==> src/rtl/core/grlq_pkg.sv <==
`default_nettype none

package grlq_pkg;

    localparam int MAX_LEVELS = 12;
    localparam int DIM_BITS   = 11;
    localparam int LVL_W      = $clog2(MAX_LEVELS);
    localparam int NLEV_W     = $clog2(MAX_LEVELS + 1);

    localparam int COORD_W  = 32;
    localparam int Q_W      = COORD_W + 1;
    localparam int BND_W    = COORD_W + 2;
    localparam int EXT_W    = 31;
    localparam int CNT_W    = 32;
    localparam int DIFF_W   = Q_W;
    localparam int NUM_W    = DIFF_W + DIM_BITS;
    localparam int VIS2_W   = 2 * DIM_BITS;
    localparam int VIS_W    = 3 * DIM_BITS;
    localparam int S_W      = CNT_W + 1;
    localparam int D_W      = CNT_W;
    localparam int P_W      = VIS_W + S_W;
    localparam int MUL_B_W  = S_W;
    localparam int PROD_W   = P_W + MUL_B_W;
    localparam int OUT_W    = 31;
    localparam int ADDR_W   = 5;

    localparam logic [1:0] CMD_LOAD   = 2'd0;
    localparam logic [1:0] CMD_BOX    = 2'd1;
    localparam logic [1:0] CMD_RADIUS = 2'd2;

    localparam logic [2:0] REG_MIN_X  = 3'd0;
    localparam logic [2:0] REG_MIN_Y  = 3'd1;
    localparam logic [2:0] REG_MIN_Z  = 3'd2;
    localparam logic [2:0] REG_EXT_X  = 3'd3;
    localparam logic [2:0] REG_EXT_Y  = 3'd4;
    localparam logic [2:0] REG_EXT_Z  = 3'd5;
    localparam logic [2:0] REG_POINTS = 3'd6;
    localparam logic [2:0] REG_LEVELS = 3'd7;

    localparam logic [1:0] MUL_SEL_P = 2'd0;
    localparam logic [1:0] MUL_SEL_L = 2'd1;
    localparam logic [1:0] MUL_SEL_R = 2'd2;

    typedef struct packed {
        logic             in_load;
        logic             setup;
        logic             num_load;
        logic             div_start;
        logic             cell_cap;
        logic             vis1;
        logic             vis2;
        logic             mul_start;
        logic [1:0]       mul_sel;
        logic             cap_p;
        logic             cap_l;
        logic             take;
        logic             out_load;
        logic [LVL_W-1:0] lvl;
        logic [1:0]       axis;
        logic             hi_end;
    } grlq_cmd_t;

    typedef struct packed {
        logic              in_query;
        logic              miss;
        logic              trivial;
        logic              div_busy;
        logic              div_done;
        logic              mul_busy;
        logic              mul_done;
        logic              less;
        logic [NLEV_W-1:0] nlev;
    } grlq_stat_t;

endpackage

`default_nettype wire

==> src/rtl/core/grlq_ctrl.sv <==
`default_nettype none

module grlq_ctrl
    import grlq_pkg::*;
(
    input  wire logic       clk,
    input  wire logic       rst_n,
    input  wire logic       in_valid,
    output logic            in_ready,
    output logic            out_valid,
    input  wire logic       out_ready,
    input  wire grlq_stat_t st,
    output grlq_cmd_t       cmd
);

    typedef enum logic [4:0] {
        S_IDLE,
        S_CHECK,
        S_BRANCH,
        S_AXIS,
        S_DIVGO,
        S_DIVW,
        S_CAPT,
        S_VIS1,
        S_VIS2,
        S_PGO,
        S_PW,
        S_TAKE,
        S_LGO,
        S_LW,
        S_RGO,
        S_RW,
        S_NEXT,
        S_DONE
    } state_t;

    state_t           state_reg;
    state_t           state_next;
    logic [LVL_W-1:0] lvl_reg;
    logic [1:0]       axis_reg;
    logic             hi_reg;
    logic             out_valid_reg;
    logic             out_free;
    logic             last_lvl;

    assign out_free = !out_valid_reg || out_ready;
    assign last_lvl = (NLEV_W'(lvl_reg) + NLEV_W'(1)) >= st.nlev;

    always_comb
    begin
        cmd         = '0;
        cmd.lvl     = lvl_reg;
        cmd.axis    = axis_reg;
        cmd.hi_end  = hi_reg;
        in_ready    = 1'b0;
        state_next  = state_reg;
        case (state_reg)
            S_IDLE:
            begin
                in_ready    = 1'b1;
                cmd.in_load = in_valid;
                if (in_valid && st.in_query)
                begin
                    state_next = S_CHECK;
                end
            end
            S_CHECK:
            begin
                cmd.setup  = 1'b1;
                state_next = S_BRANCH;
            end
            S_BRANCH:
            begin
                // A box that misses the bounds costs nothing on any level.
                state_next = st.miss ? S_DONE : S_AXIS;
            end
            S_AXIS:
            begin
                cmd.num_load = 1'b1;
                state_next   = S_DIVGO;
            end
            S_DIVGO:
            begin
                if (st.trivial)
                begin
                    state_next = S_CAPT;
                end
                else
                begin
                    cmd.div_start = 1'b1;
                    state_next    = S_DIVW;
                end
            end
            S_DIVW:
            begin
                if (st.div_done)
                begin
                    state_next = S_CAPT;
                end
            end
            S_CAPT:
            begin
                cmd.cell_cap = 1'b1;
                if (!hi_reg || axis_reg != 2'd2)
                begin
                    state_next = S_AXIS;
                end
                else
                begin
                    state_next = S_VIS1;
                end
            end
            S_VIS1:
            begin
                cmd.vis1   = 1'b1;
                state_next = S_VIS2;
            end
            S_VIS2:
            begin
                cmd.vis2   = 1'b1;
                state_next = S_PGO;
            end
            S_PGO:
            begin
                cmd.mul_start = 1'b1;
                cmd.mul_sel   = MUL_SEL_P;
                state_next    = S_PW;
            end
            S_PW:
            begin
                if (st.mul_done)
                begin
                    cmd.cap_p  = 1'b1;
                    state_next = (lvl_reg == '0) ? S_TAKE : S_LGO;
                end
            end
            S_TAKE:
            begin
                cmd.take   = 1'b1;
                state_next = S_NEXT;
            end
            S_LGO:
            begin
                cmd.mul_start = 1'b1;
                cmd.mul_sel   = MUL_SEL_L;
                state_next    = S_LW;
            end
            S_LW:
            begin
                if (st.mul_done)
                begin
                    cmd.cap_l  = 1'b1;
                    state_next = S_RGO;
                end
            end
            S_RGO:
            begin
                cmd.mul_start = 1'b1;
                cmd.mul_sel   = MUL_SEL_R;
                state_next    = S_RW;
            end
            S_RW:
            begin
                if (st.mul_done)
                begin
                    cmd.take   = st.less;
                    state_next = S_NEXT;
                end
            end
            S_NEXT:
            begin
                state_next = last_lvl ? S_DONE : S_AXIS;
            end
            S_DONE:
            begin
                if (out_free)
                begin
                    cmd.out_load = 1'b1;
                    state_next   = S_IDLE;
                end
            end
            default:
            begin
                state_next = S_IDLE;
            end
        endcase
    end

    always_ff @(posedge clk or negedge rst_n)
    begin
        if (!rst_n)
        begin
            state_reg     <= S_IDLE;
            lvl_reg       <= '0;
            axis_reg      <= '0;
            hi_reg        <= 1'b0;
            out_valid_reg <= 1'b0;
        end
        else
        begin
            state_reg <= state_next;
            case (state_reg)
                S_CHECK:
                begin
                    lvl_reg  <= '0;
                    axis_reg <= '0;
                    hi_reg   <= 1'b0;
                end
                S_CAPT:
                begin
                    hi_reg <= !hi_reg;
                    if (hi_reg)
                    begin
                        axis_reg <= (axis_reg == 2'd2) ? 2'd0 : axis_reg + 2'd1;
                    end
                end
                S_NEXT:
                begin
                    if (!last_lvl)
                    begin
                        lvl_reg <= lvl_reg + LVL_W'(1);
                    end
                end
                default:
                begin
                    lvl_reg <= lvl_reg;
                end
            endcase
            if (cmd.out_load)
            begin
                out_valid_reg <= 1'b1;
            end
            else if (out_ready)
            begin
                out_valid_reg <= 1'b0;
            end
        end
    end

    assign out_valid = out_valid_reg;

    a_div_idle: assert property (@(posedge clk) disable iff (!rst_n)
        cmd.div_start |-> !st.div_busy)
        else $error("divider started while busy");

    a_mul_idle: assert property (@(posedge clk) disable iff (!rst_n)
        cmd.mul_start |-> !st.mul_busy)
        else $error("multiplier started while busy");

    a_no_overwrite: assert property (@(posedge clk) disable iff (!rst_n)
        cmd.out_load |-> (!out_valid_reg || out_ready))
        else $error("result overwritten before it was taken");

    a_lvl_range: assert property (@(posedge clk) disable iff (!rst_n)
        (state_reg == S_AXIS) |-> (NLEV_W'(lvl_reg) < st.nlev))
        else $error("level counter beyond level count");

endmodule

`default_nettype wire

==> config.mk <==
export PLATFORM = sky130hd
export DESIGN_NAME = grlq_ctrl
export DESIGN_NICKNAME = d
export VERILOG_FILES = /design/src/rtl/core/grlq_pkg.sv /design/src/rtl/core/grlq_ctrl.sv
export SDC_FILE = /design/constraint.sdc
export NUM_CORES = 1
export LEC_CHECK = 0
export BUFFER_PORTS_ARGS = -buffer_cell sky130_fd_sc_hd__buf_2
export CAP_MARGIN = 20
export CORE_AREA = 2 2 50 52
export CTS_BUF_LIST = sky130_fd_sc_hd__clkbuf_16
export DETAILED_ROUTE_END_ITERATION = 7
export DIE_AREA = 0 0 52 54
export MAX_ROUTING_LAYER = met4
export PLACE_DENSITY_LB_ADDON = 0.1
export SYNTH_ARGS = -nofsm -noshare
export SYNTH_HDL_FRONTEND = slang
export SYNTH_SLANG_ARGS = --single-unit
==> constraint.sdc <==
create_clock -name clk -period 3.92 [get_ports clk]
set_clock_uncertainty 0.15 [all_clocks]
set_input_delay 0.196 -clock clk [delete_from_list [all_inputs] [get_ports clk]]
set_output_delay 0.196 -clock clk [all_outputs]
set_load 0.01 [all_outputs]
Word-level counts from Yosys, hierarchy flattened
Cells that the tools add are included.
- bits in registers: 13
- logic and storage cells: 85
- add/subtract/negate cells: 2
- $lt $le $gt $ge: 1
- eq/ne operators: 27
- muxes and demuxes: 37
- reductions and logical operators: 13
- operators with widths (operator ; number):
    $pmux W5 S18 ; 1
    $eq A5 B4 Y1 const B ; 8
    $mux W5 ; 8
    $eq A5 B3 Y1 const B ; 4
    $ne A2 B2 Y1 const B ; 9
    $mux W1 ; 17
    $eq A5 B2 Y1 const B ; 2
    $eq A5 B5 Y1 const B ; 2
    $pmux W3 S3 ; 1
    $pmux W4 S2 ; 1
    $mux W2 ; 3
    $mux W3 ; 2
    $reduce_and A6 Y1 ; 1
    $reduce_bool A2 Y1 ; 3
    $eq A5 B1 Y1 const B ; 1
    $logic_not A5 Y1 ; 1
    $add A4 B1 Y4 const B ; 1
    $ge A4 B4 Y1 ; 1
    $logic_not A4 Y1 ; 1
    $mux W4 ; 1
    $pmux W1 S2 ; 2
    $pmux W2 S2 ; 1
    $reduce_and A2 Y1 ; 2
    $add A2 B1 Y2 const B ; 1
    other kinds (4) ; 6

Longest topological paths before layout
- depth after elaboration: 5
- mapped depth: 7
- mapped depth without buffers: 7

Worst setup path after synthesis
Ideal clock, no wire load.
- path type: reg2reg
- start point: register lvl_reg[0]
- end point: register lvl_reg[2]
- library setup time: 0.120 ns
- data arrival time: 1.784 ns
- data required time: 3.650 ns
- setup slack: 1.867 ns
- cell stages (with the launch flop): 8
- cell sequence: dfrtp_1 -> inv_1 -> ha_1 -> ha_1 -> a21oi_1 -> o211ai_4 -> and3_1 -> a31o_1
- longest elaborated chain between the ends: 4
- elaborated cells between the ends (all ways): 6
- classes of those cells: add/sub (1); order compare (1); eq/ne (1); mux (2); reduce/logical (1)
- ends and longest elaborated chain (item ; RTL line ; source):
    from (decl) ; grlq_ctrl.sv:39 ; logic [LVL_W-1:0] lvl_reg;
    from (signal assigned) ; grlq_ctrl.sv:221 ; lvl_reg <= lvl_reg + LVL_W'(1);
    from (signal assigned) ; grlq_ctrl.sv:226 ; lvl_reg <= lvl_reg;
    $add A4 B1 Y4 * ; grlq_ctrl.sv:47, grlq_ctrl.sv:221 ;
    $ge A4 B4 Y1 ; grlq_ctrl.sv:47 ; assign last_lvl = (NLEV_W'(lvl_reg) + NLEV_W'(1)) >= st.nlev;
    $ne A2 B2 Y1 (no line) ; - ;
    $reduce_and A2 Y1 (no line) ; - ;
Every way passes the cells marked *; elsewhere a longest branch is shown, timed or not. The select of a mux whose other input is x is not followed.
A chain may end at the register's enable or synchronous reset.

Final worst setup path
- start point: register lvl_reg[0]
- end point: register lvl_reg[3]
Same word-level chain as after synthesis.

==> summary.md <==
| Metric | Value |
|---|---|
| Synth top area cells | dfrtp_1 28%, ha_1 6.5%, nand2_1 5.9% |
| DRT iter0 DRCs | 14 |
| Post-CTS Setup Bufs | 0 |
| Final ANT Viol Nets | 0 |
| Period utilization | 56.4% |
| Vias in the first global route | 982 |
| CP Launch Type | flip-flop |
| FF-to-FF path depth | 7 |
| Average wire per standard cell | 13.6 um |
| Crit. End Element | flip-flop |
| Cell Pwr Density | 652 nW/um2 |
| Synth-to-layout area growth | 21.7% |
| Synthesized area per cell | 8.22 um2 |
| RSZ-0062 raised after global routing | no |
| Die ar. | 2810 um2 |
| # rows | 18 |
| HP Class | in -> reg |
| FF/Latch Area | 325 um2 |
| Crit path arrival time | 2.19 ns |
| TritonRoute pass-1 iters | 4 |
| Ys flop type | dfrtp_1 |
| Critical setup path kind | reg -> reg |
| Antenna violations before repair | 0 |
| Core ar. | 2320 um2 |
| MaxCap Viol Count | 0 |
| Dpl cells | 196 |
| TNS Setup | 0 ns |
| Yosys top cell area share | 28.3% |
| Final nets | 195 |
| Count of final hold-check violations | 0 |
| CP bufs+invs | 1 |
| Initial Utilization | 49.6% |
| Diodes inserted | 0 |
| PortBufs | 36 |
| Endpoints failing setup | 0 |
| Reg clk slew, reported paths | 0.05 ns |
| Flops & latches, synth | 13 |
| Final cell count without fillers | 202 |
| Gr ovfl total | 0 |
| Mapped cell area | 1150 um2 |
| I/O pin count | 39 |
| Chip height | 54 um |
| Sequential area share after synthesis | 28.3% |
| Max incr delay on CP | 0.45 ns |
| DIE WIDTH | 52 um |
| Highest clock rate | 452 MHz |
| DRT Wirelength | 2.74 mm |
| CTS tree | done |
| Area leader, netlist | dfrtp_1 |
| Slew Viols, Final | 0 |
| Overall Global Routing Usage | 22.3% |
| Crit path depth | 7 |
| Crit path max-delay family | compound AO/OA/AOI/OAI gates |
| Number of synthesized flops with an enable pin | 0 |
| Slowest-stage cell, CP | dfrtp_1 |
| Yosys cell types | 45 |
| Slew margin rel. | 56.6% |
| Clock sinks | 13 |
| Root buf cell | clkbuf_16 |
| Leakage | 0.736 nW |
| Hold Path Depth | 3 |
| Most frequent CP cell | ha_1 |
| Max FFs per register | 5 |
| Clock Latency Late Sink | 0.24 ns |
| Post-layout min period | 2.21 ns |
| Syn Nets | 162 |
| Max FO, Critical Path | 7 |
| Synth warn | 0 |
| Clock Path Buffers | 2 |
| Multi-input gate area | 726 um2 |
| Cells after Synth | 140 |
| Maximum VDD drop | 396 uV |
| Status | finished, final reports clean |
| Pin count of the biggest net entering global routing | 21 |
| Share of layout cells above drive strength 1 | 27.9% |
| Dpl hpwl | 1.97 mm |
| Vias per cell | 5.42 |
| CP cell instances | inv_1 > ha_1 > ha_1 > a21oi_1 > o211ai_4 > and3_1 > a31o_1 |
| Worst slew pin tran | 0.651 ns |
| CP required | 3.90 ns |
| Total power | 0.000914 W |
| Ys async rst share | 100% |
| DR DRC count | 0 |
| Via count | 1094 |
| Htree depth | 1 |
| First-pass GRT wire length | 4.47 mm |
| CTS buffer count | 3 |
| Routability cong. | 0.868 |
| Fill count | 215 |
cell usage after synthesis (3+ instances only):
cell type / n
nand2_1: 18
dfrtp_1: 13
nor2_1: 10
inv_1: 9
nand2b_1: 9
o21ai_0: 9
a21oi_1: 6
ha_1: 6
nor3_1: 6
mux2_2: 5
buf_2: 4
buf_4: 4
nand3_1: 4
and3_1: 3
power breakdown:
part	internal, W	leakage (nW)	total [W]	switching [W]
logic	0.000207	0.520	0.000436	0.000229
registers	0.000170	0.174	0.000286	0.000116
clock network	0.000135	0.0423	0.000191	0.0000569
total	0.000512	0.736	0.000914	0.000402
tightest hold or removal path: cells and delay by family:
kind	cells	cell delay, ns
AOI/OAI and AO/OA	2	0.22
buffers and inverters	1	0.10
per-stage QoR:
step                      instance area (um2)  utilization, %  hold slack [ns]  setup WS [ns]
after floorplan                          1150               -           -0.250           1.87
after global placement                   1300            56.1          -0.0423           1.80
after detailed placement                 1300            56.1          -0.0429           1.76
after CTS                                1400            60.4            0.167           1.71
after global routing                     1400            60.4            0.206           1.53
final                                    1400            60.4            0.169           1.71
per-layer routing:
| metal | GRT usage (%) | vias up | part of all wire (%) |
|---|---|---|---|
| met2 | 38.6 | 27 | 50 |
| li1 | - | 561 | - |
| met1 | 26.3 | 502 | 45 |
| met3 | 5.00 | 4 | 3.9 |
| met4 | 5.26 | 0 | 1.1 |
| met5 | - | - | 0 |
cells in the final DEF (no fill, tap or decap), types with 2 or more instances in the layout:
cell type	n
nor3_1	6
o21ai_0	9
and3_1	3
and2_1	2
dlygate4sd3_1	2
inv_1	10
nand2b_1	9
nand3_1	4
nand2_1	18
ha_1	6
a31o_1	2
dfrtp_1	13
clkbuf_16	3
nor4_1	2
nor2_1	10
mux2_2	5
buf_2	36
a21oi_1	6
layout make-up:
cell class,instances,area share [%]
timing repair buffer,38,14.3
clock buffer,3,5.36
sequential,13,23.2
inverter,9,2.41
tap,30,2.68
clock inverter,1,0.268
multi-input combinational,108,51.8
cell families (layout without fill, tap and decap cells):
family	Yosys count	after routing	synth area share (%)
and+or+nand+nor	64	64	31.1
AOI/OAI and AO/OA	30	30	18.2
buffers and inverters	19	51	8.70
DFF	13	13	28.3
adders and majority gates	6	6	6.52
muxes	6	6	5.76
xor gates and xnor gates	2	2	1.52
what timing repair did:
item                      4_1_cts  5_1_grt
hold buffers                    2        0
hold endpoints to repair       14        0
resized for setup               0        0
path summary, 6_finish.rpt:
check	start	to	slack [ns]
worst max-delay path	lvl_reg[0]	lvl_reg[3]	1.71
worst min-delay path	st[5]	state_reg[3]	0.17
worst max register to register	lvl_reg[0]	lvl_reg[3]	1.71
worst min register to register	hi_reg	hi_reg	0.39
max in group asynchronous	rst_n	lvl_reg[1]	3.15
min in group asynchronous	rst_n	state_reg[3]	0.23
Power figures use the tool's default switching activity.
